**src/rtl/fkvt_pkg.sv**
```systemverilog
// ----------------------------------------------------------------------------
// fkvt_pkg
// Types and codes shared by the feature key/value table and its channels.
// ----------------------------------------------------------------------------
package fkvt_pkg;

    localparam logic [1:0] OP_GET    = 2'd0;
    localparam logic [1:0] OP_SET    = 2'd1;
    localparam logic [1:0] OP_REMOVE = 2'd2;

    localparam logic [1:0] ST_OK         = 2'd0;
    localparam logic [1:0] ST_NO_FEATURE = 2'd1;
    localparam logic [1:0] ST_FULL       = 2'd2;

    typedef struct packed {
        logic [1:0]  op;
        logic [31:0] creator;
        logic [15:0] feature_number;
        logic [31:0] new_value;
        logic        is_pointer;
    } req_t;

    typedef struct packed {
        logic [1:0]  status;
        logic [31:0] found_value;
        logic        found_pointer;
    } rsp_t;

    // One table entry as it sits in the memory.
    typedef struct packed {
        logic [31:0] creator;
        logic [15:0] feature;
        logic [31:0] value;
        logic        pointer_flag;
    } entry_t;

endpackage

```
**src/rtl/fkvt_if.sv**
```systemverilog
// ----------------------------------------------------------------------------
// fkvt request and response channels
// Valid/ready channels that carry one request item or one result item.
// ----------------------------------------------------------------------------
interface fkvt_req_if;
    import fkvt_pkg::*;

    logic valid;
    logic ready;
    req_t payload;

    modport source (output valid, output payload, input ready);
    modport sink (input valid, input payload, output ready);
endinterface

interface fkvt_rsp_if;
    import fkvt_pkg::*;

    logic valid;
    logic ready;
    rsp_t payload;

    modport source (output valid, output payload, input ready);
    modport sink (input valid, input payload, output ready);
endinterface

```
**src/rtl/fkvt_mem.sv**
```systemverilog
// ----------------------------------------------------------------------------
// fkvt_mem
// Entry memory: one write port and one read port with registered read data.
// ----------------------------------------------------------------------------
module fkvt_mem #(
    parameter int TABLE_DEPTH = 32,
    parameter int IDX_W       = 5
) (
    input  logic                  clk,
    input  logic                  rd_en,
    input  logic [IDX_W-1:0]      rd_addr,
    output fkvt_pkg::entry_t      rd_data,
    input  logic                  wr_en,
    input  logic [IDX_W-1:0]      wr_addr,
    input  fkvt_pkg::entry_t      wr_data
);
    import fkvt_pkg::*;

    entry_t mem [TABLE_DEPTH];
    entry_t rd_data_reg;

    always_ff @(posedge clk)
    begin
        if (wr_en)
        begin
            mem[wr_addr] <= wr_data;
        end
    end

    always_ff @(posedge clk)
    begin
        if (rd_en)
        begin
            rd_data_reg <= mem[rd_addr];
        end
    end

    assign rd_data = rd_data_reg;

endmodule

```
**src/rtl/fkvt_ctrl.sv**
```systemverilog
// ----------------------------------------------------------------------------
// fkvt_ctrl
// Sequencer: scans the live entries, applies get, set or remove, and holds
// the result in an output register.
// ----------------------------------------------------------------------------
module fkvt_ctrl #(
    parameter int TABLE_DEPTH = 32,
    parameter int IDX_W       = 5,
    parameter int CNT_W       = 6
) (
    input  logic                  clk,
    input  logic                  rst_n,
    fkvt_req_if.sink              req,
    fkvt_rsp_if.source            rsp,
    output logic                  rd_en,
    output logic [IDX_W-1:0]      rd_addr,
    input  fkvt_pkg::entry_t      rd_data,
    output logic                  wr_en,
    output logic [IDX_W-1:0]      wr_addr,
    output fkvt_pkg::entry_t      wr_data
);
    import fkvt_pkg::*;

    typedef enum logic [2:0] {
        S_IDLE,
        S_SCAN,
        S_ACT,
        S_COPY,
        S_RESP
    } state_t;

    localparam logic [CNT_W-1:0] DEPTH_CNT = CNT_W'(TABLE_DEPTH);

    state_t           state_reg, state_next;
    req_t             item_reg, item_next;
    logic [CNT_W-1:0] count_reg, count_next;
    logic [CNT_W-1:0] issue_reg, issue_next;
    logic [CNT_W-1:0] cmp_idx_reg, cmp_idx_next;
    logic             cmp_valid_reg, cmp_valid_next;
    logic             hit_reg, hit_next;
    logic [CNT_W-1:0] slot_reg, slot_next;
    entry_t           hit_entry_reg, hit_entry_next;
    rsp_t             res_reg, res_next;
    logic             out_valid_reg, out_valid_next;
    rsp_t             out_reg, out_next;

    logic             key_match;
    logic [CNT_W-1:0] last_idx;

    assign key_match = (rd_data.creator == item_reg.creator)
                    && (rd_data.feature == item_reg.feature_number);
    assign last_idx  = count_reg - CNT_W'(1);

    always_comb
    begin
        state_next     = state_reg;
        item_next      = item_reg;
        count_next     = count_reg;
        issue_next     = issue_reg;
        cmp_idx_next   = cmp_idx_reg;
        cmp_valid_next = 1'b0;
        hit_next       = hit_reg;
        slot_next      = slot_reg;
        hit_entry_next = hit_entry_reg;
        res_next       = res_reg;
        out_valid_next = out_valid_reg && !rsp.ready;
        out_next       = out_reg;
        rd_en          = 1'b0;
        rd_addr        = issue_reg[IDX_W-1:0];
        wr_en          = 1'b0;
        wr_addr        = slot_reg[IDX_W-1:0];
        wr_data        = '{creator: item_reg.creator, feature: item_reg.feature_number,
                           value: item_reg.new_value, pointer_flag: item_reg.is_pointer};

        case (state_reg)
            S_IDLE:
            begin
                if (req.valid)
                begin
                    item_next  = req.payload;
                    issue_next = '0;
                    hit_next   = 1'b0;
                    state_next = S_SCAN;
                end
            end

            S_SCAN:
            begin
                // Reads go out one per cycle; each compare sees the data of the
                // read issued the cycle before.
                if (cmp_valid_reg && key_match)
                begin
                    hit_next       = 1'b1;
                    slot_next      = cmp_idx_reg;
                    hit_entry_next = rd_data;
                    state_next     = S_ACT;
                end
                else if (issue_reg == count_reg)
                begin
                    hit_next   = 1'b0;
                    state_next = S_ACT;
                end
                else
                begin
                    rd_en          = 1'b1;
                    cmp_valid_next = 1'b1;
                    cmp_idx_next   = issue_reg;
                    issue_next     = issue_reg + CNT_W'(1);
                end
            end

            S_ACT:
            begin
                res_next   = '{status: ST_NO_FEATURE, found_value: '0, found_pointer: 1'b0};
                state_next = S_RESP;
                case (item_reg.op)
                    OP_GET:
                    begin
                        if (hit_reg)
                        begin
                            res_next = '{status: ST_OK, found_value: hit_entry_reg.value,
                                         found_pointer: hit_entry_reg.pointer_flag};
                        end
                    end
                    OP_SET:
                    begin
                        if (hit_reg)
                        begin
                            wr_en           = 1'b1;
                            res_next.status = ST_OK;
                        end
                        else if (count_reg < DEPTH_CNT)
                        begin
                            wr_en           = 1'b1;
                            wr_addr         = count_reg[IDX_W-1:0];
                            count_next      = count_reg + CNT_W'(1);
                            res_next.status = ST_OK;
                        end
                        else
                        begin
                            res_next.status = ST_FULL;
                        end
                    end
                    OP_REMOVE:
                    begin
                        if (hit_reg)
                        begin
                            count_next      = last_idx;
                            res_next.status = ST_OK;
                            // The last live entry moves into the freed slot.
                            if (slot_reg < last_idx)
                            begin
                                rd_en      = 1'b1;
                                rd_addr    = last_idx[IDX_W-1:0];
                                state_next = S_COPY;
                            end
                        end
                    end
                    default:
                    begin
                    end
                endcase
            end

            S_COPY:
            begin
                wr_en      = 1'b1;
                wr_data    = rd_data;
                state_next = S_RESP;
            end

            S_RESP:
            begin
                if (!out_valid_reg || rsp.ready)
                begin
                    out_valid_next = 1'b1;
                    out_next       = res_reg;
                    state_next     = S_IDLE;
                end
            end

            default:
            begin
                state_next = S_IDLE;
            end
        endcase
    end

    always_ff @(posedge clk or negedge rst_n)
    begin
        if (!rst_n)
        begin
            state_reg     <= S_IDLE;
            count_reg     <= '0;
            issue_reg     <= '0;
            cmp_valid_reg <= 1'b0;
            cmp_idx_reg   <= '0;
            hit_reg       <= 1'b0;
            slot_reg      <= '0;
            out_valid_reg <= 1'b0;
            item_reg      <= '0;
            hit_entry_reg <= '0;
            res_reg       <= '0;
            out_reg       <= '0;
        end
        else
        begin
            state_reg     <= state_next;
            count_reg     <= count_next;
            issue_reg     <= issue_next;
            cmp_valid_reg <= cmp_valid_next;
            cmp_idx_reg   <= cmp_idx_next;
            hit_reg       <= hit_next;
            slot_reg      <= slot_next;
            out_valid_reg <= out_valid_next;
            item_reg      <= item_next;
            hit_entry_reg <= hit_entry_next;
            res_reg       <= res_next;
            out_reg       <= out_next;
        end
    end

    assign req.ready   = (state_reg == S_IDLE);
    assign rsp.valid   = out_valid_reg;
    assign rsp.payload = out_reg;

endmodule

```
**src/rtl/feature_key_value_table.sv**
```systemverilog
// ----------------------------------------------------------------------------
// feature_key_value_table
// Associative table of feature values keyed by creator code and feature number.
// ----------------------------------------------------------------------------
// The table takes one request item at a time and returns exactly one result
// item for it. Each request scans the live entries in slot order through the
// entry memory, one read per cycle. A hit ends the scan early, and a remove
// that moves the last entry adds a copy step before the result is staged.
// A finished result waits in an output register, and the next request is
// taken as soon as that result is staged.
// The memory needs no clearing after reset: only slots below the live count
// are ever read.
module feature_key_value_table #(
    parameter int TABLE_DEPTH = 32
) (
    input  logic        clk,
    input  logic        rst_n,
    fkvt_req_if.sink    req,
    fkvt_rsp_if.source  rsp
);
    import fkvt_pkg::*;

    localparam int IDX_W = (TABLE_DEPTH > 1) ? $clog2(TABLE_DEPTH) : 1;
    localparam int CNT_W = $clog2(TABLE_DEPTH + 1);

    logic             rd_en;
    logic [IDX_W-1:0] rd_addr;
    entry_t           rd_data;
    logic             wr_en;
    logic [IDX_W-1:0] wr_addr;
    entry_t           wr_data;

    fkvt_ctrl #(
        .TABLE_DEPTH (TABLE_DEPTH),
        .IDX_W       (IDX_W),
        .CNT_W       (CNT_W)
    ) u_ctrl (
        .clk     (clk),
        .rst_n   (rst_n),
        .req     (req),
        .rsp     (rsp),
        .rd_en   (rd_en),
        .rd_addr (rd_addr),
        .rd_data (rd_data),
        .wr_en   (wr_en),
        .wr_addr (wr_addr),
        .wr_data (wr_data)
    );

    fkvt_mem #(
        .TABLE_DEPTH (TABLE_DEPTH),
        .IDX_W       (IDX_W)
    ) u_mem (
        .clk     (clk),
        .rd_en   (rd_en),
        .rd_addr (rd_addr),
        .rd_data (rd_data),
        .wr_en   (wr_en),
        .wr_addr (wr_addr),
        .wr_data (wr_data)
    );

endmodule

```
**src/flat_wrapper.sv**
```systemverilog
// flat-port wrapper written by rule: the top's interface ports become plain ports
module feature_key_value_table_flat import fkvt_pkg::*;
#(
    parameter int TABLE_DEPTH = 32
)
  (clk, rst_n, req_valid, req_payload, req_ready, rsp_valid, rsp_payload, rsp_ready);
  fkvt_req_if req_i ();
  fkvt_rsp_if rsp_i ();
  input  logic clk;
  input  logic rst_n;
  input wire logic [$bits(req_i.valid)-1:0] req_valid;
  input wire logic [$bits(req_i.payload)-1:0] req_payload;
  output wire logic [$bits(req_i.ready)-1:0] req_ready;
  output wire logic [$bits(rsp_i.valid)-1:0] rsp_valid;
  output wire logic [$bits(rsp_i.payload)-1:0] rsp_payload;
  input wire logic [$bits(rsp_i.ready)-1:0] rsp_ready;
  assign req_i.valid = req_valid;
  assign req_i.payload = req_payload;
  assign req_ready = req_i.ready;
  assign rsp_valid = rsp_i.valid;
  assign rsp_payload = rsp_i.payload;
  assign rsp_i.ready = rsp_ready;
  feature_key_value_table #(.TABLE_DEPTH(TABLE_DEPTH)) u_core (.clk(clk), .rst_n(rst_n), .req(req_i), .rsp(rsp_i));
endmodule
```
**config.mk**
```make
export PLATFORM = sky130hd
export DESIGN_NAME = feature_key_value_table_flat
export DESIGN_NICKNAME = d
export VERILOG_FILES = /design/src/rtl/fkvt_pkg.sv /design/src/rtl/fkvt_if.sv /design/src/rtl/fkvt_mem.sv /design/src/rtl/fkvt_ctrl.sv /design/src/rtl/feature_key_value_table.sv /design/src/flat_wrapper.sv
export SDC_FILE = /design/constraint.sdc
export NUM_CORES = 2
export LEC_CHECK = 0
export BUFFER_PORTS_ARGS = -buffer_cell sky130_fd_sc_hd__buf_2
export CAP_MARGIN = 25
export CORE_MARGIN = 4
export CORE_UTILIZATION = 50
export CTS_BUF_LIST = sky130_fd_sc_hd__clkbuf_4 sky130_fd_sc_hd__clkbuf_8
export DETAILED_ROUTE_END_ITERATION = 6
export PLACE_DENSITY = 0.65
export SYNTH_ARGS = -nofsm -noshare
export SYNTH_HDL_FRONTEND = slang
export SYNTH_SLANG_ARGS = --single-unit
```
**constraint.sdc**
```tcl
create_clock -name clk -period 6.4 [get_ports clk]
set_input_delay 1.28 -clock clk [delete_from_list [all_inputs] [get_ports clk]]
set_output_delay 1.28 -clock clk [all_outputs]
set_load 0.1 [all_outputs]
```
Word-level counts from Yosys, hierarchy flattened

Memory sizes are Yosys's and may differ from the RTL's. A register that Yosys moved wholly into a read port is not among the register bits.
Cells that the tools add are included.
W data, S select, Z words.

Bits in registers: 216
Bits in writable memories: 2592
Memories kept: 1

$add $sub $neg: 3
Magnitude comparators: 2
Eq/ne operators: 17
Muxes and demuxes: 50
Bitwise logic cells: 2
Reduce and logical (&&, ||, !) cells: 18

Memory list:

| memory           | depth | width | read ports | clocked after Yosys merged registers in | write ports | RTL line       | source |
|---|---|---|---|---|---|---|---|
| u_core.u_mem.mem | 32    | 81    | 1          | 1                                       | 1           | fkvt_mem.sv:19 | `entry_t mem [TABLE_DEPTH];` |

Operator list:

| operator              | number |
|---|---|
| $mux W81              | 1 |
| $mux W5               | 8 |
| $mux W6               | 6 |
| $mux W34              | 1 |
| $mux W33              | 1 |
| $eq A32 B32 Y1        | 1 |
| $pmux W6 S2           | 2 |
| $mux W3               | 7 |
| $mux W1               | 17 |
| $eq A16 B16 Y1        | 1 |
| $pmux W3 S5           | 1 |
| $ne A2 B2 Y1 const B  | 7 |
| $add A6 B1 Y6 const B | 2 |
| $reduce_and A3 Y1     | 3 |
| $eq A3 B2 Y1 const B  | 2 |
| $eq A6 B6 Y1          | 1 |
| $lt A6 B6 Y1          | 1 |
| $lt A6 B6 Y1 const B  | 1 |
| $pmux W1 S2           | 3 |
| $pmux W2 S3           | 1 |
| $reduce_and A2 Y1     | 3 |
| $sub A6 B1 Y6 const B | 1 |
| $reduce_and A5 Y1     | 1 |
| $mux W2               | 2 |
| other kinds (13)      | 18 |

Longest topological paths before layout

Depth in word-level cells: 7
Mapped depth: 21
Mapped depth without buffers: 15

Cells and area by module

From an unflattened synthesis, not the netlist that was laid out.

Cells, all modules: 5543
Area total of the unflattened synthesis: 111182.9 um^2

By module, submodules not included:

| module    | times used | cells an instance | area an instance (um^2) | sequential area each (um^2) |
|---|---|---|---|---|
| fkvt_mem  | 1          | 4755              | 100949.3                | 80267.0 |
| fkvt_ctrl | 1          | 788               | 10233.6                 | 5405.2 |

Worst setup path before layout

No wires, ideal clock.

Path type: reg-to-reg
From: reg u_core.u_ctrl.state_reg[2]
To: mem u_core.u_mem.mem[16][0] (netlist name), enable pin
Library setup time: 0.521 ns
Arrival: 5.215 ns
Setup slack: 0.664 ns
Cell stages (with the launch flop): 9
Path buffers: 2
Cell sequence: dfrtp_1 buf_2 or3_1 clkbuf_1 o31ai_1 nand2b_1 a21o_1 o22a_1 nor2_1

Longest elaborated chain between the ends: 4
Elaborated cells on any way between the ends: 6
Classes of those cells: eq/ne: 2; mux: 4

Ends and longest elaborated chain:

| item                          | RTL line         | source |
|---|---|---|
| start, declared               | fkvt_ctrl.sv:34  | `state_t state_reg, state_next;` |
| start signal, assigned        | fkvt_ctrl.sv:208 | `state_reg <= state_next;` |
| $eq A3 B2 Y1                  | fkvt_ctrl.sv:75  | `case (state_reg)` |
| $pmux W1 S2                   | fkvt_ctrl.sv:75  |  |
| $mux W1                       | fkvt_mem.sv:24   | `if (wr_en)` |
| $mux W1 (implied by the code) | fkvt_mem.sv:26   | `mem[wr_addr] <= wr_data;` |
| end, declared                 | fkvt_mem.sv:19   |  |

Several ways; a longest one is shown, not always the timed one.

Final worst setup path

From: reg u_core.u_ctrl.count_reg[0]
To: reg, netlist name u_core.u_mem.rd_data[7]

Longest elaborated chain between the ends: 6
Elaborated cells on any way between the ends: 13
Classes of those cells: add/sub: 1; order compare: 1; eq/ne: 1; mux: 10

Ends and longest elaborated chain:

| item                                          | RTL line         | source |
|---|---|---|
| start, declared                               | fkvt_ctrl.sv:36  | `logic [CNT_W-1:0] count_reg, count_next;` |
| start signal, assigned                        | fkvt_ctrl.sv:209 | `count_reg <= count_next;` |
| $sub A6 B1 Y6                                 | fkvt_ctrl.sv:52  | `assign last_idx = count_reg - CNT_W'(1);` |
| $lt A6 B6 Y1                                  | fkvt_ctrl.sv:151 | `if (slot_reg < last_idx)` |
| $mux W1 / $mux W5 (equally long branches)     | fkvt_ctrl.sv:151 |  |
| $mux W1 / $mux W5 (equally long branches)     | fkvt_ctrl.sv:146 | `if (hit_reg)` |
| $mux W1 / $mux W5 (equally long branches)     | fkvt_ctrl.sv:116 | `case (item_reg.op)` |
| $pmux W1 S2 / $mux W5 (equally long branches) | fkvt_ctrl.sv:75  |  |

Several ways; a longest one is shown, not always the timed one.
A chain may end at the register's enable or synchronous reset.

==> results.cfg <==
[outcome]
status = finished with violations
failed_checks = DRC

[grt]
gr-total-overflow = 0
grt_max_degree = 133
antenna_found_initial = 15
track_usage = 0.2880
grt_pass1_vias = 69186
grt_pass1_wl_um = 494700

[synthesis]
synth_nets = 8188
syn_area_um2 = 114500
syn_area_per_cell_um2 = 14.14
netlist_top_cells_count = 2,673 x edfxtp_1, 2,141 x nand2_1, 380 x nand3_1
yosysMostFrequentCell = edfxtp_1
yosysTopAreaCell = edfxtp_1
synth_warnings = 0
synthTopCellsByArea = edfxtp_1 70%, nand2_1 7.0%, dfrtp_1 4.7%
synth_edf_count = 2673
ys_ff_latch = 2889
async_flop_share = 0.07477
yosysTopAreaCellShare = 0.7013
yosysSeqAreaShare = 0.7485
syn_inst = 8095
synth_cell_type_count = 71
synthFlopType = edfxtp_1

[clocking]
post_cts_resized = 0
cts_hold_repair.buffers = 0
clk_pin_slew_ns = 0.06
cts-root-buf = clkbuf_8
cts_tree = done
insertion_delay_ns = 1.13
htreeDepth = 5
cts_buffer_depth = 4
cts_setup_buffers = 0
cts.sinks = 2889
cts_buffers = 460

[critical_path]
critical_path_class = register to register
cp-end-kind = register
worst_ep_required_time_ns = 7.33
slowest_stage = a2111oi_0
endpoint = u_core.u_mem.rd_data[7]$_DFFE_PP_
rr_endpoint = u_core.u_mem.rd_data[7]$_DFFE_PP_
cp_slowest_stage_delay_ns = 0.76
reg2reg_slack_ns = 0.45
crit_path_start = u_core.u_ctrl.count_reg[0]$_DFFE_PN0P_
ff2ff_path_depth = 17
setup.worst_path.start_class = register
r2r-start = u_core.u_ctrl.count_reg[0]$_DFFE_PN0P_
cp_top_family = compound AO/OA/AOI/OAI gates
worst_ep_arrival_time_ns = 6.88
path_common_cell = a21oi_1
crit_fanout = 16
cp_num_buf_inv = 4
cp_num_cells = 17
crit_chain = inv_1, ha_1, xor2_1, inv_1, ha_1, a21oi_1, a21oi_1, a211oi_2, a21oi_1, nor3_1, a21oi_4, buf_16, nand2_1, buf_4, nor3_1, a2111oi_0, a2bb2oi_1

[routing]
dr.pass1.iters = 7
drt-vias-per-instance = 6.245
wl_um = 348900
antenna_left = 0
drcViolationCount = 1
wl_per_cell_um = 29.65
drt_iter0_markers = 10700
vias = 73490

[place]
dp_hpwl_um = 177400
gp_congestion = 0.8542
dpl-instance-area_um2 = 120100
port_buffers = 123

[timing]
rsz0062_at_grt = no
post-route-period-util = 0.9294
worst_pin_slew_ns = 1.207
slew_violations = 0
fin_crit_ns = 5.948
finalSetupViolations = 0
maxSlewHeadroom = 0.1894
fmax_mhz = 168.1
timing.clock.skew_ns = 0.08459
setup-tns-final_ns = 0
hold_violations = 0

[pwr]
ir_worst_vdd_mv = 0.4049
netSwitchingFraction = 0.3583
p_leak_uw = 0.04608
comb_power_share = 0.318
p_sw_uw = 21330
seqPwrFrac = 0.421
clockPowerShare = 0.260
powerDensity_nw_per_um2 = 461.1
p_int_uw = 38210

[floorplan]
ioPinCount = 124
fp.dieW_um = 486.4
start_util = 0.5031
rows = 175
die-area_um2 = 236600
coreArea_um2 = 227500
dieHeight_um = 486.4

[final_layout]
drive_above_1_share = 0.1512
area_delta_synth_final_pct = 12.82
nets = 8494
regArea_um2 = 85670
multiInputGateArea_um2 = 26610
finalInstanceArea_um2 = 129100
fillCellCount = 17749
largest_reg_flops = 2592

[run]
maxCapViolCount = 0

[worst_hold_path]
hold_path.class = primary input to asynchronous set/reset pin
[metrics by stage]
step | setup slack (ns) | cells | utilization | hold WS (ns) | total power (uW)
finish | 0.4519 | 11767 | 0.5676 | 0.1970 | 59540
global route | 0.2075 | 11765 | 0.5676 | 0.1934 | 61900
CTS | 0.5968 | 11762 | 0.5674 | 0.1276 | 59380
detailed placement | 0.6173 | 10947 | 0.5279 | 0.4591 | 44030
global placement | 0.7652 | 10941 | 0.5273 | 0.4574 | 43650
floorplan | 0.6637 | 8095 | - | 0.4348 | 36650
[cells in the final DEF, fill, tap and decap left out, types with 43 or more instances in the layout]
master	count
a211oi_1	51
a21oi_1	173
a2bb2oi_1	50
a311oi_1	184
a31oi_1	121
and3_1	246
buf_12	110
buf_2	122
buf_4	143
clkbuf_4	155
clkbuf_8	497
clkinv_1	106
dfrtp_1	216
edfxtp_1	2673
mux2_2	161
mux2i_1	320
nand2_1	2139
nand3_1	379
nand4_1	43
nor3_1	89
o21ai_0	126
o221ai_1	90
[logic make-up after synthesis]
kind of cell / after synthesis / synth area share
xor+xnor: 66 / 0.005051
flops: 2889 / 0.7485
compound gates: 1011 / 0.06343
mux: 481 / 0.04383
simple gates: 3094 / 0.1162
buf+inv: 548 / 0.02231
fa+ha+maj: 6 / 0.0006559
[worst min-delay path by stage]
stage	from	endpoint	cells after the start
finish	rst_n	u_core.u_ctrl.rsp.payload[8]$_DFFE_PN0P_	1
floorplan	u_core.u_ctrl.res_reg[33]$_DFFE_PN0P_	u_core.u_ctrl.res_reg[33]$_DFFE_PN0P_	2
global placement	u_core.u_ctrl.item_reg[0]$_DFFE_PN0P_	u_core.u_ctrl.item_reg[0]$_DFFE_PN0P_	2
CTS	rst_n	u_core.u_ctrl.rsp.payload[12]$_DFFE_PN0P_	1
global route	rst_n	u_core.u_ctrl.res_reg[12]$_DFFE_PN0P_	1
detailed placement	u_core.u_ctrl.item_reg[14]$_DFFE_PN0P_	u_core.u_ctrl.item_reg[14]$_DFFE_PN0P_	2
[power groups by stage]
stage	combinational, uW	sequential (uW)	clock, uW
floorplan	11800	24800	0
global placement	18200	25400	0
detailed placement	18600	25400	0
CTS	18700	25100	15700
global route	20200	25100	16600
finish	19000	25100	15500
[cell type report]
cell class	instances	share of cell area
well taps	3009	0.02916
inverters	11	0.0003198
repair buffers	381	0.03115
multi-input cells	4658	0.2061
clock buffers	652	0.06199
diodes	4	0.00007752
flip-flops and latches	2889	0.6635
clock inverters	163	0.007732
[worst reg2reg max path: cells and delay by family (launching register included)]
kind	cells	cell delay (ns)
AOI/OAI and AO/OA	7	2.16
DFF	1	0.72
adders and majority gates	2	0.59
buffers and inverters	4	0.96
and+or+nand+nor	3	0.92
xor gates and xnor gates	1	0.43
[metal layers]
| layer | up-vias | wire (um) | global-route usage |
|---|---|---|---|
| li1 | 31018 | - | - |
| met1 | 37067 | 138300 | 0.4140 |
| met2 | 4644 | 157300 | 0.4381 |
| met3 | 757 | 39880 | 0.05852 |
| met4 | 4 | 13450 | 0.1068 |
| met5 | - | 28 | 0 |
Power figures use the tool's default switching activity.
